==> config.mk <==
export PLATFORM = sky130hd
export DESIGN_NAME = window_std_deviation
export DESIGN_NICKNAME = d
export VERILOG_FILES = /design/src/sv/wsd_pkg.sv /design/src/sv/wsd_ctrl.sv /design/src/sv/wsd_datapath.sv /design/src/sv/window_std_deviation.sv
export SDC_FILE = /design/constraint.sdc
export NUM_CORES = 2
export LEC_CHECK = 0
export BUFFER_PORTS_ARGS = -buffer_cell sky130_fd_sc_hd__buf_4
export CAP_MARGIN = 20
export CORE_MARGIN = 2
export CORE_UTILIZATION = 40
export CTS_BUF_LIST = sky130_fd_sc_hd__clkbuf_8
export CTS_CLUSTER_SIZE = 30
export DETAILED_ROUTE_END_ITERATION = 12
export GPL_TIMING_DRIVEN = 1
export SYNTH_ARGS = -nofsm -noshare
export SYNTH_HDL_FRONTEND = slang
export SYNTH_SLANG_ARGS = --single-unit
==> constraint.sdc <==
create_clock -name i_clk -period 13.1 [get_ports i_clk]
set_input_delay 1.31 -clock i_clk [delete_from_list [all_inputs] [get_ports i_clk]]
set_output_delay 1.31 -clock i_clk [all_outputs]
set_load 0.01 [all_outputs]
==> src/sv/wsd_pkg.sv <==
// Shared constants and controller/datapath interface types for window_std_deviation.
package wsd_pkg;

    localparam int SAMPLE_W   = 12;   // converter sample width
    localparam int WIN_W      = 13;   // window register and sample count width
    localparam int SUM_W      = 24;   // running sum
    localparam int SQ_W       = 36;   // running sum of squares
    localparam int MAX_WINDOW = 4096;
    localparam int WIN_RESET  = 100;
    localparam int STD_W      = 15;
    localparam int MEAN_W     = 16;

    // N*S2 is built from two partial products over the low and high halves of S2
    localparam int SPLIT_W = SQ_W / 2;
    localparam int PART_W  = WIN_W + SPLIT_W;
    localparam int NSQ_W   = WIN_W + SQ_W;
    localparam int PSQ_W   = 2 * SUM_W;

    // square root of 256*var, two radicand bits per step
    localparam int RAD_W  = 2 * ((NSQ_W + 8 + 1) / 2);
    localparam int ROOT_W = RAD_W / 2;
    localparam int REM_W  = ROOT_W + 3;

    // both divisions run over ROOT_W quotient bits
    localparam int STEPS  = ROOT_W;
    localparam int ITER_W = $clog2(STEPS);

    typedef struct packed {
        logic acc;        // sample transaction accepted
        logic mul_sq;     // S1*S1 and N*S2 low half
        logic mul_hi;     // N*S2 high half
        logic sum;        // combine partial products
        logic sub;        // variance, load root unit
        logic sqrt_step;  // one root digit
        logic div_load;   // load both divider lanes
        logic div_step;   // one quotient bit per lane
        logic out_load;   // capture result
    } t_cmd;

    typedef struct packed {
        logic close;      // current sample completes the window
    } t_status;

endpackage

==> src/sv/wsd_ctrl.sv <==
// Sequencer for window_std_deviation: accumulate, multiply, root, divide, hand off.
module wsd_ctrl (
    input  logic              i_clk,
    input  logic              i_rst_n,
    input  logic              i_sample_valid,
    output logic              o_sample_ready,
    output logic              o_result_valid,
    input  logic              i_result_ready,
    input  wsd_pkg::t_status  i_status,
    output wsd_pkg::t_cmd     o_cmd
);

    typedef enum logic [8:0] {
        S_IDLE   = 9'b000000001,
        S_MUL_SQ = 9'b000000010,
        S_MUL_HI = 9'b000000100,
        S_SUM    = 9'b000001000,
        S_SUB    = 9'b000010000,
        S_SQRT   = 9'b000100000,
        S_DIV_LD = 9'b001000000,
        S_DIVIDE = 9'b010000000,
        S_DONE   = 9'b100000000
    } t_state;

    localparam logic [wsd_pkg::ITER_W-1:0] LAST_ITER = wsd_pkg::ITER_W'(wsd_pkg::STEPS - 1);

    t_state                     r_state, n_state;
    logic [wsd_pkg::ITER_W-1:0] r_iter, n_iter;
    logic                       r_out_valid, n_out_valid;
    logic                       accept;

    assign o_sample_ready = (r_state == S_IDLE);
    assign accept         = i_sample_valid & o_sample_ready;
    assign o_result_valid = r_out_valid;

    always_comb begin
        n_state     = r_state;
        n_iter      = r_iter;
        n_out_valid = r_out_valid & ~i_result_ready;
        o_cmd       = '0;
        o_cmd.acc   = accept;
        case (r_state)
            S_IDLE: begin
                if (accept && i_status.close) begin
                    n_state = S_MUL_SQ;
                end
            end
            S_MUL_SQ: begin
                o_cmd.mul_sq = 1'b1;
                n_state      = S_MUL_HI;
            end
            S_MUL_HI: begin
                o_cmd.mul_hi = 1'b1;
                n_state      = S_SUM;
            end
            S_SUM: begin
                o_cmd.sum = 1'b1;
                n_state   = S_SUB;
            end
            S_SUB: begin
                o_cmd.sub = 1'b1;
                n_iter    = '0;
                n_state   = S_SQRT;
            end
            S_SQRT: begin
                o_cmd.sqrt_step = 1'b1;
                n_iter          = r_iter + 1'b1;
                if (r_iter == LAST_ITER) begin
                    n_state = S_DIV_LD;
                end
            end
            S_DIV_LD: begin
                o_cmd.div_load = 1'b1;
                n_iter         = '0;
                n_state        = S_DIVIDE;
            end
            S_DIVIDE: begin
                o_cmd.div_step = 1'b1;
                n_iter         = r_iter + 1'b1;
                if (r_iter == LAST_ITER) begin
                    n_state = S_DONE;
                end
            end
            S_DONE: begin
                // wait for the output register to drain
                if (!r_out_valid || i_result_ready) begin
                    o_cmd.out_load = 1'b1;
                    n_out_valid    = 1'b1;
                    n_state        = S_IDLE;
                end
            end
            default: begin
                n_state = S_IDLE;
            end
        endcase
    end

    always_ff @(posedge i_clk) begin
        if (!i_rst_n) begin
            r_state     <= S_IDLE;
            r_iter      <= '0;
            r_out_valid <= 1'b0;
        end else begin
            r_state     <= n_state;
            r_iter      <= n_iter;
            r_out_valid <= n_out_valid;
        end
    end

endmodule

==> src/sv/wsd_datapath.sv <==
// Accumulators, multipliers, iterative square root and dividers for window_std_deviation.
module wsd_datapath (
    input  logic                          i_clk,
    input  logic                          i_rst_n,
    input  logic                          i_cfg_we,
    input  logic [wsd_pkg::WIN_W-1:0]     i_cfg_wdata,
    input  logic [wsd_pkg::SAMPLE_W-1:0]  i_sample,
    input  wsd_pkg::t_cmd                 i_cmd,
    output wsd_pkg::t_status              o_status,
    output logic [wsd_pkg::STD_W-1:0]     o_std_dev,
    output logic [wsd_pkg::MEAN_W-1:0]    o_mean_value
);

    localparam int WIN_W   = wsd_pkg::WIN_W;
    localparam int SUM_W   = wsd_pkg::SUM_W;
    localparam int SQ_W    = wsd_pkg::SQ_W;
    localparam int SPLIT_W = wsd_pkg::SPLIT_W;
    localparam int PART_W  = wsd_pkg::PART_W;
    localparam int NSQ_W   = wsd_pkg::NSQ_W;
    localparam int PSQ_W   = wsd_pkg::PSQ_W;
    localparam int RAD_W   = wsd_pkg::RAD_W;
    localparam int ROOT_W  = wsd_pkg::ROOT_W;
    localparam int REM_W   = wsd_pkg::REM_W;

    logic [WIN_W-1:0]  r_window_length;
    logic [WIN_W-1:0]  r_count;
    logic [SUM_W-1:0]  r_sum;
    logic [SQ_W-1:0]   r_sqsum;

    logic [WIN_W-1:0]  n_eff;
    logic [WIN_W-1:0]  n_count;
    logic [SUM_W-1:0]  n_sum;
    logic [SQ_W-1:0]   n_sqsum;
    logic [2*wsd_pkg::SAMPLE_W-1:0] sample_sq;

    logic [SUM_W-1:0]  r_s1;
    logic [SQ_W-1:0]   r_s2;
    logic [WIN_W-1:0]  r_n;
    logic [PSQ_W-1:0]  r_psq;
    logic [PART_W-1:0] r_plo;
    logic [PART_W-1:0] r_phi;
    logic [NSQ_W-1:0]  r_nsq;
    logic [NSQ_W-1:0]  var_w;

    logic [RAD_W-1:0]  r_rad;
    logic [ROOT_W-1:0] r_root;
    logic [REM_W-1:0]  r_rem;
    logic [REM_W-1:0]  rem_sh;
    logic [REM_W-1:0]  trial;

    logic [ROOT_W-1:0] r_qa, r_qb;
    logic [WIN_W-1:0]  r_ra, r_rb;
    logic [WIN_W:0]    ra_sh, rb_sh;

    logic [wsd_pkg::STD_W-1:0]  r_std_dev;
    logic [wsd_pkg::MEAN_W-1:0] r_mean_value;

    // effective window: zero acts as one, large values clamp
    always_comb begin
        if (r_window_length == '0) begin
            n_eff = WIN_W'(1);
        end else if (r_window_length > WIN_W'(wsd_pkg::MAX_WINDOW)) begin
            n_eff = WIN_W'(wsd_pkg::MAX_WINDOW);
        end else begin
            n_eff = r_window_length;
        end
    end

    assign sample_sq      = i_sample * i_sample;
    assign n_count        = r_count + 1'b1;
    assign n_sum          = r_sum + SUM_W'(i_sample);
    assign n_sqsum        = r_sqsum + SQ_W'(sample_sq);
    assign o_status.close = (n_count >= n_eff);

    always_ff @(posedge i_clk) begin
        if (!i_rst_n) begin
            r_window_length <= WIN_W'(wsd_pkg::WIN_RESET);
            r_count         <= '0;
            r_sum           <= '0;
            r_sqsum         <= '0;
        end else begin
            if (i_cfg_we) begin
                r_window_length <= i_cfg_wdata;
            end
            if (i_cmd.acc) begin
                if (o_status.close) begin
                    r_count <= '0;
                    r_sum   <= '0;
                    r_sqsum <= '0;
                end else begin
                    r_count <= n_count;
                    r_sum   <= n_sum;
                    r_sqsum <= n_sqsum;
                end
            end
        end
    end

    // variance numerator N*S2 - S1^2, clamped at zero
    assign var_w = (r_nsq >= NSQ_W'(r_psq)) ? (r_nsq - NSQ_W'(r_psq)) : '0;

    // one root digit: bring down two radicand bits, try (2*root)*2+1
    assign rem_sh = {r_rem[REM_W-3:0], r_rad[RAD_W-1 -: 2]};
    assign trial  = REM_W'({r_root, 2'b01});

    // one quotient bit per lane
    assign ra_sh = {r_ra, r_qa[ROOT_W-1]};
    assign rb_sh = {r_rb, r_qb[ROOT_W-1]};

    always_ff @(posedge i_clk) begin
        if (i_cmd.acc && o_status.close) begin
            r_s1 <= n_sum;
            r_s2 <= n_sqsum;
            r_n  <= n_eff;
        end
        if (i_cmd.mul_sq) begin
            r_psq <= PSQ_W'(r_s1) * PSQ_W'(r_s1);
            r_plo <= PART_W'(r_n) * PART_W'(r_s2[SPLIT_W-1:0]);
        end
        if (i_cmd.mul_hi) begin
            r_phi <= PART_W'(r_n) * PART_W'(r_s2[SQ_W-1:SPLIT_W]);
        end
        if (i_cmd.sum) begin
            r_nsq <= (NSQ_W'(r_phi) << SPLIT_W) + NSQ_W'(r_plo);
        end
        if (i_cmd.sub) begin
            r_rad  <= RAD_W'(var_w) << 8;
            r_root <= '0;
            r_rem  <= '0;
        end
        if (i_cmd.sqrt_step) begin
            r_rad <= r_rad << 2;
            if (rem_sh >= trial) begin
                r_rem  <= rem_sh - trial;
                r_root <= {r_root[ROOT_W-2:0], 1'b1};
            end else begin
                r_rem  <= rem_sh;
                r_root <= {r_root[ROOT_W-2:0], 1'b0};
            end
        end
        if (i_cmd.div_load) begin
            r_qa <= r_root;
            r_qb <= ROOT_W'({r_s1, 4'b0000});
            r_ra <= '0;
            r_rb <= '0;
        end
        if (i_cmd.div_step) begin
            if (ra_sh >= {1'b0, r_n}) begin
                r_ra <= WIN_W'(ra_sh - {1'b0, r_n});
                r_qa <= {r_qa[ROOT_W-2:0], 1'b1};
            end else begin
                r_ra <= WIN_W'(ra_sh);
                r_qa <= {r_qa[ROOT_W-2:0], 1'b0};
            end
            if (rb_sh >= {1'b0, r_n}) begin
                r_rb <= WIN_W'(rb_sh - {1'b0, r_n});
                r_qb <= {r_qb[ROOT_W-2:0], 1'b1};
            end else begin
                r_rb <= WIN_W'(rb_sh);
                r_qb <= {r_qb[ROOT_W-2:0], 1'b0};
            end
        end
        if (i_cmd.out_load) begin
            r_std_dev    <= r_qa[wsd_pkg::STD_W-1:0];
            r_mean_value <= r_qb[wsd_pkg::MEAN_W-1:0];
        end
    end

    assign o_std_dev    = r_std_dev;
    assign o_mean_value = r_mean_value;

endmodule

==> src/sv/window_std_deviation.sv <==
// Top level of window_std_deviation: windowed mean and standard deviation of samples.
//
// Input channel (i_sample_valid / o_sample_ready): one 12-bit converter sample
// per transaction. Each sample is added to a count, a sum and a sum of squares
// in the cycle it is accepted.
// Output channel (o_result_valid / i_result_ready): when the count reaches the
// window length N (zero acts as 1, values above 4096 clamp to 4096), one
// transaction carries o_mean_value = floor(16*S1/N), unsigned 12.4, and
// o_std_dev = floor(isqrt(256*(N*S2 - S1^2))/N), unsigned 11.4.
// Throughput: samples that do not close a window take one cycle each. The
// closing sample starts a sequence: low-half and high-half multiply states, a
// combine and a subtract state, a 29-step square root, a divider load, 29
// steps of a two-lane restoring divider (deviation and mean) and a hand-off
// state that waits for the output register to drain. The sample port is held
// off meanwhile; the next sample is taken after the hand-off state.
// Results sit in an output register; while the receiver stalls, sampling goes
// on, and only a following window end waits for that register to drain.
// Reset (i_rst_n low, synchronous): accumulators cleared, window length 100,
// no result pending. Writes via i_cfg_we do not clear the accumulators; a
// shorter window closes on the next sample if the count already reaches it.
module window_std_deviation (
    input  logic                          i_clk,
    input  logic                          i_rst_n,
    input  logic                          i_cfg_we,
    input  logic [wsd_pkg::WIN_W-1:0]     i_cfg_wdata,
    input  logic                          i_sample_valid,
    output logic                          o_sample_ready,
    input  logic [wsd_pkg::SAMPLE_W-1:0]  i_sample,
    output logic                          o_result_valid,
    input  logic                          i_result_ready,
    output logic [wsd_pkg::STD_W-1:0]     o_std_dev,
    output logic [wsd_pkg::MEAN_W-1:0]    o_mean_value
);

    wsd_pkg::t_cmd    cmd;
    wsd_pkg::t_status status;

    // sequencer: owns the handshakes and steps the datapath
    wsd_ctrl u_ctrl (
        .i_clk          (i_clk),
        .i_rst_n        (i_rst_n),
        .i_sample_valid (i_sample_valid),
        .o_sample_ready (o_sample_ready),
        .o_result_valid (o_result_valid),
        .i_result_ready (i_result_ready),
        .i_status       (status),
        .o_cmd          (cmd)
    );

    // accumulators, window register and arithmetic units
    wsd_datapath u_datapath (
        .i_clk        (i_clk),
        .i_rst_n      (i_rst_n),
        .i_cfg_we     (i_cfg_we),
        .i_cfg_wdata  (i_cfg_wdata),
        .i_sample     (i_sample),
        .i_cmd        (cmd),
        .o_status     (status),
        .o_std_dev    (o_std_dev),
        .o_mean_value (o_mean_value)
    );

endmodule
; ---- After elaboration in Yosys (flattened, before gate mapping)
; Index checks and enable logic that the tools add are counted.
[totals]
register_bits = 557
latchBits = 0
mem_bits_rw = 0
romBits = 0
in_bits = 30
output_inout_bits = 33
word_cells = 112
mem_count = 0
[op_classes]
addsub = 9
multipliers = 4
n_div = 0
n_lt_le_gt_ge = 6
eq_ne = 14
shifts = 0
muxes = 42
bitwise = 3
reduce_logical = 10
[op_table]
columns = cell, n
row1 = two-way mux 29 bit, 6
row2 = two-way mux 58 bit, 2
row3 = two-way mux 13 bit, 8
row4 = two-way mux 30 bit, 3
row5 = case mux 9 bit (9 select lines), 1
row6 = multiplier 13 x 18 -> 31 bit, 2
row7 = adder 49 x 31 -> 49 bit, 1
row8 = greater-or-equal comparator 49 x 48 -> 1 bit, 1
row9 = two-way mux 49 bit, 1
row10 = subtractor 49 x 48 -> 49 bit, 1
row11 = multiplier 24 x 24 -> 48 bit, 1
row12 = adder 36 x 24 -> 36 bit, 1
row13 = two-way mux 36 bit, 1
row14 = two-way mux 9 bit, 4
row15 = greater-or-equal comparator 32 x 31 -> 1 bit, 1
row16 = subtractor 30 bit, 1
row17 = greater-or-equal comparator 14 x 13 -> 1 bit, 2
row18 = subtractor 13 bit, 2
row19 = adder 24 x 12 -> 24 bit, 1
row20 = multiplier 12 x 12 -> 24 bit, 1
row21 = two-way mux 24 bit, 1
row22 = two-way mux 1 bit, 14
row23 = adder 13 x 1 -> 13 bit (second input constant), 1
row24 = greater-or-equal comparator 13 bit, 1
row25 = other kinds (24), 30

; ---- Longest topological paths before layout
[depth]
word_depth = 7
mapped_depth = 28
depth_no_buf = 27

; ---- Hierarchy
; Synthesis repeated with hierarchy kept, for this count alone.
[unflattened]
cells_unflattened = 6480
hier_area_um2 = 63502.2
[by_module_without_submodules]
columns = mod, n_inst, cells_per_inst, area_each_um2
row1 = wsd_datapath, 1, 6369, 62592.5
row2 = wsd_ctrl, 1, 111, 909.6

; ---- Least setup slack after synthesis
; No wires, ideal clock.
[synth_timing]
path_type = flip-flop to flip-flop
start = register u_ctrl.r_state[2]
end = register u_datapath.r_rad[10], enable pin
setup_ns = 0.844
arrival_time_ns = 11.084
required_time_ns = 12.256
path_slack_ns = 1.172
path_stages_with_launch = 4
n_path_buf = 0
cell_sequence = dfxtp_1 -> nor2_1 -> nand3b_1 -> nor4_1
[synth_via]
elab_chain_cells = 3
word_cells_on_any_way = 5
[synth_rtl]
columns = item, line
row1 = start: declaration, wsd_ctrl.sv:27  ; t_state r_state, n_state;
row2 = start signal: assignment, wsd_ctrl.sv:104  ; r_state <= n_state;
row3 = equality test 9 x 6 -> 1 bit or equality test 9 x 5 -> 1 bit (tied branches), wsd_ctrl.sv:42  ; case (r_state)
row4 = two-way mux 1 bit, wsd_ctrl.sv:42
row5 = nonzero test 2 bit (no source line) *, n/a
row6 = end signal: assignment, wsd_datapath.sv:127  ; r_rad <= RAD_W'(var_w) << 8;
row7 = end signal: assignment, wsd_datapath.sv:132  ; r_rad <= r_rad << 2;
row8 = end: declaration, wsd_datapath.sv:45  ; logic [RAD_W-1:0] r_rad;
; Every way passes the cells marked *; elsewhere a longest branch is shown, timed or not.
; A chain may end at the register's enable or synchronous reset.

; ---- Final worst setup path
[layout_timing]
start = register u_datapath.r_s1[10]
end = register u_datapath.r_psq[46], data pin
[layout_via]
elab_chain_cells = 1
[layout_rtl]
columns = item, line
row1 = start: declaration, wsd_datapath.sv:36  ; logic [SUM_W-1:0] r_s1;
row2 = start signal: assignment, wsd_datapath.sv:112  ; r_s1 <= n_sum;
row3 = multiplier 24 x 24 -> 48 bit, wsd_datapath.sv:117  ; r_psq <= PSQ_W'(r_s1) * PSQ_W'(r_s1);
row4 = end signal: assignment, wsd_datapath.sv:117
row5 = end: declaration, wsd_datapath.sv:39  ; logic [PSQ_W-1:0] r_psq;
; No other way between the ends.

==> results by group <==
STA
  – Setup TNS: 0 ps
  – Worst slew pin tran: 1160 ps
  – Final worst-path cycle share: 61.0%
  – Final setup fails: 0
  – RSZ-0062 raised after global routing: false
  – Fin. Hold Viols: 0
  – Slew margin rel.: 22.7%
  – Final min period: 7990 ps
  – Worst Skew: 66.4 ps
  – Max-slew violation count: 0
  – Max Clock Freq: 0.125 GHz

Floorplanning
  – Row count: 145
  – CORE AREA: 156000 sq um
  – Die area: 160000 sq um
  – Number of top-level pins: 63
  – Die Y: 400 microns
  – Chip width: 400 microns
  – Initial core utilization: 40.2%

Clock tree
  – Post-CTS setup buffers: 0
  – Clock root buffer: clkbuf_8
  – CTS tree: yes
  – Clk_lat worst skew: 840 ps
  – Sink Count: 556
  – Clock Tree Buf Depth: 3
  – Cts repair resizes: 0
  – Clk pin slew, worst setup/hold paths: 60 ps
  – CTS buffer count: 97
  – Hold_buf cts: 0
  – CTS H-tree depth: 3

Flow run
  – Maximum capacitance violations: 0

Layout
  – Share of cells above drive strength 1: 4.65%
  – Final core occ: 43.1%
  – Layout Cells excl Fill: 8531
  – Most common cell after layout, fill and taps aside: inv_1
  – Most frequent cells in the layout: inv_1 (1254), fa_1 (877), nand2_1 (749)
  – Nets: 7845
  – Area Overhead vs Synth: 7.20%

Worst setup path
  – Worst r2r path cells: 24
  – CP arrival: 8530 ps
  – Worst setup path end: u_datapath.r_psq[46]$_DFFE_PP_
  – Crit Path Max Fanout: 24
  – Setup Crit Path Kind: reg -> reg
  – Reg2reg start: u_datapath.r_s1[10]$_DFFE_PP_
  – Worst setup SP type: flip-flop
  – R2r setup slk: 5110 ps
  – CP endpoint kind: flip-flop
  – WP data required: 13640 ps
  – FF-to-FF End: u_datapath.r_psq[46]$_DFFE_PP_
  – Crit path from: u_datapath.r_s1[10]$_DFFE_PP_

Yosys
  – EDFF count, synth: 455
  – #FFs+latches synth: 556
  – Top post-synthesis cells by area: fa_1 (28%), edfxtp_1 (22%), ha_1 (11%)
  – Seq/Total Area, Yosys: 25.0%
  – Ys async rst share: 0%
  – Cells after Synth: 6428
  – Cell variety after synth: 74
  – Syn avg cell area: 9.74 sq um
  – Synth warnings: 0
  – Post-Syn Area: 62600 sq um
  – Synth area leader: fa_1
  – Synthesized net count: 7878
  – Synth Flop Type: edfxtp_1
  – Synth top area share: 28.0%

Power and ir drop
  – Leak Pwr: 31.8 nW
  – Switch share: 36.4%
  – Comb pwr share: 38.0%
  – P per Cell Area: 87.8 nW/um^2
  – VDD IR max: 0.116 mV
  – Internal power: 3.75 mW
  – Switching power: 2.15 mW
  – Clock share of power: 26.9%
  – Sequential power share: 35.1%

Routing
  – Detailed Route Iter0 Violations: 2625
  – Final wirelength: 149000 microns
  – TritonRoute pass-1 iters: 6
  – Vias per cell: 5.12
  – Wire per inst: 17.4 microns
  – Routed via count: 43700
  – DR DRC count: 0
  – Antenna Nets Post-Route: 0

Global route
  – Global-route wire length before repair: 244000 microns
  – Vias in the first global route: 46100
  – Largest net degree at the start of global routing: 83
  – Antenna violations before repair: 4
  – Gr usage total: 19.1%
  – GRT overflow: 0

Min path
  – Hold Crit Class: reg -> reg
  – Worst hold start: u_datapath.r_plo[0]$_DFFE_PP_

Placement
  – IO buf count: 62
  – Placer Congestion: 0.852
  – Final HPWL DP: 114000 microns
  – Placed cell count: 8354

Run status
  – Outcome: finished, final reports clean
[Yosys cell counts, types with 91 or more instances]
cell type and count:
inv_1 1224, edfxtp_1 455, o21ai_0 168, ha_1 543
xor2_1 91, a21o_1 118, fa_1 877, nor2_1 276
and2_1 356, a21oi_1 256, clkbuf_1 242, xnor2_1 194
nand2_1 749, nand3_1 100, dfxtp_1 101
[sequential cells by signal, summed over array words and instances, names as in the netlist, 15 cells and up]
name and flops:
u_datapath.o_mean_value 16, u_datapath.o_std_dev 15, u_datapath.r_nsq 49, u_datapath.r_phi 31, u_datapath.r_plo 31, u_datapath.r_psq 47
u_datapath.r_qa 29, u_datapath.r_qb 29, u_datapath.r_rad 50, u_datapath.r_rem 30, u_datapath.r_root 29, u_datapath.r_s1 24
u_datapath.r_s2 36, u_datapath.r_sqsum 36, u_datapath.r_sum 24
[worst min-delay path by stage]
stage                                                end  slack, ps  depth (start not counted)
global placement           u_datapath.r_nsq[8]$_DFFE_PP_        400                          0
detailed placement        u_datapath.r_nsq[15]$_DFFE_PP_        400                          0
floorplan                  u_datapath.r_nsq[0]$_DFFE_PP_        400                          0
CTS                 u_datapath.o_mean_value[2]$_DFFE_PP_        420                          0
finish                     u_datapath.r_nsq[0]$_DFFE_PP_        420                          0
global route               u_datapath.r_nsq[0]$_DFFE_PP_        420                          0
[logic make-up (layout without fill, tap and decap cells)]
family,count (synthesis),count (layout),synth area share (%)
DFF,556,556,25.0
and+or+nand+nor,1761,1761,13.2
other,0,2,0
buffers and inverters,1478,1521,8.87
muxes,57,57,0.917
AOI/OAI and AO/OA,871,871,9.07
adders and majority gates,1420,1420,38.9
xor gates and xnor gates,285,285,3.98
[stage by stage]
step           hold WS, ps  instance area [sq um]  total power [mW]  setup WS [ps]
5_1_grt                424                  67200              6.35           4700
3_5_place_dp           405                  65300              4.32           5230
4_1_cts                420                  67100              5.95           5170
6_report               415                  67200              5.89           5110
3_3_place_gp           404                  65300              4.29           5310
2_1_floorplan          400                  62600              3.81           1170
[layer usage]
metal  vias to the layer above  wire length [microns]  track usage, %
met5                         -                      0               0
met4                         0                   3550            4.93
met3                       201                   7120            2.88
met2                       931                  70900            32.2
met1                     22000                  67100            25.8
li1                      20600                      -               -
[worst max-delay path: stages, from the launching register on]
cell      delay (ps)
edfxtp_1        1100
nand2_1          180
fa_1             610
inv_1             70
fa_1             480
inv_1             60
fa_1             530
inv_1             60
fa_1             410
fa_1             480
fa_1             550
inv_1             50
fa_1             470
inv_1             40
ha_1             340
nand4_1          120
a211oi_1          70
a221oi_2         390
o21ai_1          210
o21a_1           250
a21oi_1          230
o21ai_1          230
a41o_1           310
a221oi_1         330
xnor2_1          100
[power groups by stage]
stage	Sequential, mW	Clock [mW]	Combinational, mW
after floorplan	2.09	0	1.72
after global placement	2.10	0	2.19
after detailed placement	2.10	0	2.22
after CTS	2.07	1.64	2.24
after global routing	2.07	1.72	2.56
final	2.07	1.59	2.24
[final cells by class]
cell class	instances	area [sq um]
multi-input cells	4394	41500
inverters	1225	4600
fillers	15200	88700
diodes	2	5.00
clock inverters	76	514
flip-flops and latches	556	15700
well taps	2058	2570
repair buffers	121	908
clock buffers	99	1360
(Power assumes the default switching activity.)
